[src/hdl/alu8bm_pkg.sv]
package alu8bm_pkg;

    localparam int unsigned DataWidth  = 8;
    localparam int unsigned ResWidth   = 16;
    localparam int unsigned BoothSteps = 8;

    typedef enum logic [3:0] {
        OP_ADD = 4'd1,
        OP_SUB = 4'd2,
        OP_MUL = 4'd3,
        OP_AND = 4'd4,
        OP_OR  = 4'd5,
        OP_NOT = 4'd6,
        OP_XOR = 4'd7,
        OP_SHR = 4'd8,
        OP_SHL = 4'd9
    } t_opcode;

    // One request travelling down the Booth chain.
    typedef struct packed {
        logic                 valid;
        logic [3:0]           opcode;
        logic [DataWidth-1:0] mcand;   // multiplicand
        logic [DataWidth-1:0] acc;     // Booth A
        logic [DataWidth-1:0] q;       // Booth Q
        logic                 qm1;     // Booth Q-1
        logic [DataWidth:0]   alt;     // result of every non-multiply opcode
    } t_stage;

    typedef struct packed {
        logic [ResWidth-1:0] value;
        logic                zero;
        logic                carry;
        logic                sign;
        logic                ovf;
    } t_result;

endpackage

[src/hdl/alu8bm_cell.sv]
// One Booth radix-2 step, registered; passes the rest of the request along.
module alu8bm_cell (
    input  logic                 i_clk,
    input  logic                 i_rst_n,
    input  logic                 i_en,
    input  alu8bm_pkg::t_stage   i_stage,
    output alu8bm_pkg::t_stage   o_stage
);

    alu8bm_pkg::t_stage r_stage;
    alu8bm_pkg::t_stage n_stage;
    logic [alu8bm_pkg::DataWidth-1:0] w_sum;

    always_comb begin
        case ({i_stage.q[0], i_stage.qm1})
            2'b10:   w_sum = i_stage.acc - i_stage.mcand;
            2'b01:   w_sum = i_stage.acc + i_stage.mcand;
            default: w_sum = i_stage.acc;
        endcase
        n_stage       = i_stage;
        // arithmetic shift of A:Q:Q-1
        n_stage.acc   = {w_sum[alu8bm_pkg::DataWidth-1], w_sum[alu8bm_pkg::DataWidth-1:1]};
        n_stage.q     = {w_sum[0], i_stage.q[alu8bm_pkg::DataWidth-1:1]};
        n_stage.qm1   = i_stage.q[0];
    end

    always_ff @(posedge i_clk) begin
        if (!i_rst_n) begin
            r_stage.valid <= 1'b0;
        end else if (i_en) begin
            r_stage.valid <= n_stage.valid;
        end
        if (i_en) begin
            r_stage.opcode <= n_stage.opcode;
            r_stage.mcand  <= n_stage.mcand;
            r_stage.acc    <= n_stage.acc;
            r_stage.q      <= n_stage.q;
            r_stage.qm1    <= n_stage.qm1;
            r_stage.alt    <= n_stage.alt;
        end
    end

    assign o_stage = r_stage;

endmodule

[src/hdl/alu8bm_result.sv]
// Picks the final value and derives the flags from the full value.
module alu8bm_result (
    input  alu8bm_pkg::t_stage  i_stage,
    output alu8bm_pkg::t_result o_result
);

    logic [alu8bm_pkg::ResWidth-1:0] w_value;

    always_comb begin
        if (i_stage.opcode == alu8bm_pkg::OP_MUL) begin
            w_value = {i_stage.acc, i_stage.q};
        end else begin
            w_value = {{(alu8bm_pkg::ResWidth-alu8bm_pkg::DataWidth-1){1'b0}}, i_stage.alt};
        end
        o_result.value = w_value;
        o_result.zero  = (w_value == '0);
        o_result.carry = |w_value[alu8bm_pkg::ResWidth-1:alu8bm_pkg::DataWidth];
        o_result.sign  = w_value[alu8bm_pkg::DataWidth-1];
        o_result.ovf   = |w_value[alu8bm_pkg::ResWidth-1:alu8bm_pkg::DataWidth-1];
    end

endmodule

[src/hdl/alu8bm_booth_multiply_flags.sv]
// 8-bit ALU with signed Booth radix-2 multiplier and zero/carry/sign/overflow flags.
//
// Channels: request in (i_in_valid / o_in_ready, with i_opcode, i_operand_a,
// i_operand_b) and result out (o_out_valid / i_out_ready, with o_result and
// the four flags). Both transfer on a clock edge where valid and ready are high.
//
// Every request, multiply or not, walks the same chain of eight Booth cells,
// one Booth step per cell, then lands in the output register, which drives
// o_out_valid. Throughput is one request per cycle while the output is not stalled.
// The chain length is one cell per multiplier bit.
//
// The chain and output register advance together whenever the output register
// is empty or being drained. If the receiver holds i_out_ready low with a
// result waiting, the whole chain freezes and o_in_ready drops in the same
// cycle; nothing is lost or repeated. Up to nine requests can be in flight.
//
// Reset (i_rst_n low, synchronous) clears every valid bit; data registers keep
// whatever they hold and are ignored until refilled.
module alu_8bit_booth_multiply_flags (
    input  logic        i_clk,
    input  logic        i_rst_n,
    input  logic        i_in_valid,
    output logic        o_in_ready,
    input  logic [3:0]  i_opcode,
    input  logic [7:0]  i_operand_a,
    input  logic [7:0]  i_operand_b,
    output logic        o_out_valid,
    input  logic        i_out_ready,
    output logic [15:0] o_result,
    output logic        o_zero_flag,
    output logic        o_carry_flag,
    output logic        o_sign_flag,
    output logic        o_overflow_flag
);

    // chain advance: output slot free or being taken
    logic w_en;

    alu8bm_pkg::t_stage  w_stage [0:alu8bm_pkg::BoothSteps];
    alu8bm_pkg::t_result w_res;
    alu8bm_pkg::t_result r_res;
    logic                r_out_valid;
    logic [alu8bm_pkg::DataWidth:0] w_alt;

    assign w_en       = !r_out_valid || i_out_ready;
    assign o_in_ready = w_en;

    // Non-multiply opcodes are resolved here and ride the chain untouched.
    always_comb begin
        case (i_opcode)
            alu8bm_pkg::OP_ADD: w_alt = {1'b0, i_operand_a} + {1'b0, i_operand_b};
            // a plus two's complement of b, 9-bit sum
            alu8bm_pkg::OP_SUB: w_alt = {1'b0, i_operand_a} + {1'b0, (8'd0 - i_operand_b)};
            alu8bm_pkg::OP_AND: w_alt = {1'b0, i_operand_a & i_operand_b};
            alu8bm_pkg::OP_OR:  w_alt = {1'b0, i_operand_a | i_operand_b};
            alu8bm_pkg::OP_NOT: w_alt = {1'b0, ~i_operand_a};
            alu8bm_pkg::OP_XOR: w_alt = {1'b0, i_operand_a ^ i_operand_b};
            alu8bm_pkg::OP_SHR: w_alt = {2'b00, i_operand_a[7:1]};
            alu8bm_pkg::OP_SHL: w_alt = {1'b0, i_operand_a[6:0], 1'b0};
            default:            w_alt = '0;   // multiply and unknown opcodes
        endcase
    end

    // Chain head: Booth registers start at A=0, Q=b, Q-1=0.
    always_comb begin
        w_stage[0].valid  = i_in_valid;
        w_stage[0].opcode = i_opcode;
        w_stage[0].mcand  = i_operand_a;
        w_stage[0].acc    = '0;
        w_stage[0].q      = i_operand_b;
        w_stage[0].qm1    = 1'b0;
        w_stage[0].alt    = w_alt;
    end

    for (genvar g = 0; g < alu8bm_pkg::BoothSteps; g++) begin : g_cell
        alu8bm_cell u_cell (
            .i_clk   (i_clk),
            .i_rst_n (i_rst_n),
            .i_en    (w_en),
            .i_stage (w_stage[g]),
            .o_stage (w_stage[g+1])
        );
    end

    alu8bm_result u_result (
        .i_stage  (w_stage[alu8bm_pkg::BoothSteps]),
        .o_result (w_res)
    );

    // Output register
    always_ff @(posedge i_clk) begin
        if (!i_rst_n) begin
            r_out_valid <= 1'b0;
        end else if (w_en) begin
            r_out_valid <= w_stage[alu8bm_pkg::BoothSteps].valid;
        end
        if (w_en) begin
            r_res <= w_res;
        end
    end

    assign o_out_valid     = r_out_valid;
    assign o_result        = r_res.value;
    assign o_zero_flag     = r_res.zero;
    assign o_carry_flag    = r_res.carry;
    assign o_sign_flag     = r_res.sign;
    assign o_overflow_flag = r_res.ovf;

    // Assertions
    a_ready_rule: assert property (@(posedge i_clk) disable iff (!i_rst_n)
        o_in_ready == (!o_out_valid || i_out_ready))
        else $error("input ready does not follow output slot");

    a_chain_hold: assert property (@(posedge i_clk) disable iff (!i_rst_n)
        !w_en |=> $stable(w_stage[alu8bm_pkg::BoothSteps].valid))
        else $error("chain moved while stalled");

    a_carry_ovf: assert property (@(posedge i_clk) disable iff (!i_rst_n)
        o_out_valid && o_carry_flag |-> o_overflow_flag)
        else $error("carry set without overflow");

    a_zero_flag: assert property (@(posedge i_clk) disable iff (!i_rst_n)
        o_out_valid |-> (o_zero_flag == (o_result == 16'd0)))
        else $error("zero flag mismatch");

endmodule

[config.mk]
export PLATFORM = sky130hd
export DESIGN_NAME = alu_8bit_booth_multiply_flags
export DESIGN_NICKNAME = d
export VERILOG_FILES = /design/src/hdl/alu8bm_pkg.sv /design/src/hdl/alu8bm_cell.sv /design/src/hdl/alu8bm_result.sv /design/src/hdl/alu8bm_booth_multiply_flags.sv
export SDC_FILE = /design/constraint.sdc
export NUM_CORES = 1
export LEC_CHECK = 0
export BUFFER_PORTS_ARGS = -buffer_cell sky130_fd_sc_hd__buf_2
export CORE_MARGIN = 1.5
export CORE_UTILIZATION = 45
export CTS_BUF_LIST = sky130_fd_sc_hd__clkbuf_4 sky130_fd_sc_hd__clkbuf_8
export DETAILED_ROUTE_END_ITERATION = 10
export GPL_TIMING_DRIVEN = 1
export MAX_ROUTING_LAYER = met4
export PLACE_DENSITY = 0.59
export SETUP_SLACK_MARGIN = 0.4
export SLEW_MARGIN = 0
export SYNTH_ARGS = -nofsm -noshare
export SYNTH_HDL_FRONTEND = slang
export SYNTH_HIERARCHICAL = 1
export SYNTH_SLANG_ARGS = --single-unit
[constraint.sdc]
create_clock -name i_clk -period 25.6 [get_ports i_clk]
set_clock_uncertainty 0.1 [all_clocks]
set_input_delay 1.28 -clock i_clk [delete_from_list [all_inputs] [get_ports i_clk]]
set_output_delay 1.28 -clock i_clk [all_outputs]
set_load 0.1 [all_outputs]
==> impl_metrics.toml <==
[run_status]
status = "completed"

[setup_path]
critPathSlowestCell = "nand2b_4"
required_ns = 24.22
endpoint_kind = "output port"
crit_arrival_ns = 2.49
r2r-start = "o_out_valid$_SDFFE_PN0P_"
worst-path-max-fanout = 53
r2r_slack_ns = 22.45
slowest_delay_ns = 0.58
crit_top_cell = "buf_2"
crit_type = "primary input to output port"
critPathBufInv = 2
path_delay_family = "buffers and inverters"
worstReg2RegEnd = "g_cell[1].u_cell/o_stage[20]$_DFFE_PP_"
reg2reg_depth = 3
start_kind = "primary input"
crit_chain = "buf_2 -> nand2b_4 -> buf_2"

[yosys]
syn-cell-area_um2 = 15200
syn_area_per_cell_um2 = 13.8
syn_inst = 1106
ys_warn_count = 6

[placed_design]
dp_hpwl_um = 16700
gp_congestion = 0.859
port_buffers = 45
placed_cells = 1593

[floorplanning]
initial_core_util_pct = 45.6
die_height_um = 187
die_area_um2 = 35000
row_count = 67
core_region_area_um2 = 33400
num_io_pins = 46
die_w_um = 187

[sta]
final.min_clock_period_ns = 3.87
min_period_over_period_pct = 15.1
tightestPinTransition_ns = 1.05
drv_slew = 0
hold_viol = 0
tns_ns = 0
finalSetupViolations = 0
max_freq_ghz = 0.258
rsz0062_at_grt = "false"
max_slew_margin_pct = 30.3

[cts]
numCtsBuffers = 53
cts_tree = "done"
clock_tree.root_cell = "clkbuf_8"
cts.repair.resized = 0
postCtsSetupBuffers = 0
insertion_delay_ns = 0.58
path_clk_slew_ns = 0.06
clockBufferDepth = 3
h-tree-depth = 2
cts.sinks = 316
postCtsHoldBufs = 0

[power]
power_frac_comb_pct = 24.0
pwr-share-clk_pct = 27.6
p_int_w = 0.00109
sequentialPowerShare_pct = 48.4
irDropWorstVdd_uv = 41.4
power_density_nw_per_um2 = 90.0
p_leak_nw = 7.06
switchingPower_w = 0.000441
swShare_pct = 28.8

[detailed_routing]
ant_nets = 0
firstDrtPassIters = 4
wl_per_cell_um = 14.4
vias = 8373
drtIter0Drc = 331
via_per_inst = 4.96
routed_wl_um = 24300
drc = 0

[hold_path]
hold_depth = 0
hp-start = "g_cell[6].u_cell/o_stage[14]$_DFFE_PP_"
min_to = "g_cell[7].u_cell/o_stage[13]$_DFFE_PP_"
hold_class = "flop to flop"

[grt]
grt_pass1_wl_um = 40800
grt_overflow = 0
grt_pass1_vias = 8438
antenna_found_initial = 0
grt_max_degree = 178
grt_use_total_pct = 14.6

[cells_and_area]
area_delta_synth_final_pct = 11.6
final_cells = 1687
seq_area_um2 = 9400
final_common_cell = "edfxtp_1"
antenna_cells = 0
multi_input_area_um2 = 5570
final_cell_mix = "edfxtp_1, ha_1, nand2_1, xor2_1, a21oi_1"
fin_nets = 1346
drive_gt1_share_pct = 14.4
fill_cells = 2867

[run]
maxCapViolCount = 0
power by group through the flow:
stage | sequential (W) | combinational (W) | clock [W]
final | 0.000741 | 0.000367 | 0.000423
after global routing | 0.000754 | 0.000419 | 0.000465
after CTS | 0.000743 | 0.000371 | 0.000441
after detailed placement | 0.000753 | 0.000369 | 0
after global placement | 0.000751 | 0.000364 | 0
after floorplan | 0.000758 | 0.000284 | 0
worst max path at each step:
stage                           start                                endpoint  slack (ns)  depth (start not counted)
after floorplan           i_out_ready                              o_in_ready       14.63                          1
after global placement    i_out_ready  g_cell[0].u_cell/o_stage[23]$_DFFE_PP_       21.36                          4
after detailed placement  i_out_ready  g_cell[0].u_cell/o_stage[23]$_DFFE_PP_       21.32                          4
after CTS                 i_out_ready                              o_in_ready       21.68                          3
after global routing      i_out_ready                              o_in_ready       21.64                          3
final                     i_out_ready                              o_in_ready       21.73                          3
metal layers:
| layer | track usage [%] | routed length (um) | vias to the layer above | share of wire [%] |
|---|---|---|---|---|
| li1 | - | - | 4282 | - |
| met1 | 17.0 | 10400 | 3883 | 43 |
| met2 | 25.1 | 12300 | 154 | 51 |
| met3 | 2.66 | 878 | 54 | 3.6 |
| met4 | 6.05 | 691 | 0 | 2.8 |
| met5 | - | 0 | - | 0 |
metrics by stage:
stage	total power, W	instance area, um^2	hold WS, ns	util [%]	setup slack, ns
floorplan	0.00104	15300	0.300	-	14.63
global placement	0.00111	16000	0.301	47.8	21.36
detailed placement	0.00112	16000	0.305	47.8	21.32
CTS	0.00155	17000	0.288	50.9	21.68
global route	0.00164	17000	0.290	50.9	21.64
finish	0.00153	17000	0.294	50.9	21.73
flip-flops by register name, indices dropped and copies added, names as in the netlist:
signal / flops
g_cell.u_cell/o_stage: 295
o_carry_flag: 1
o_out_valid: 1
o_overflow_flag: 1
o_result: 16
o_sign_flag: 1
o_zero_flag: 1
final cells by class:
cell class	instances	area share, %
clock buffers	74	5.21
clock inverters	20	0.809
inverters	53	1.17
multi-input cells	728	32.7
flip-flops and latches	316	55.2
well taps	448	3.29
repair buffers	48	1.53
No activity file was read; power rests on OpenSTA's default activity.
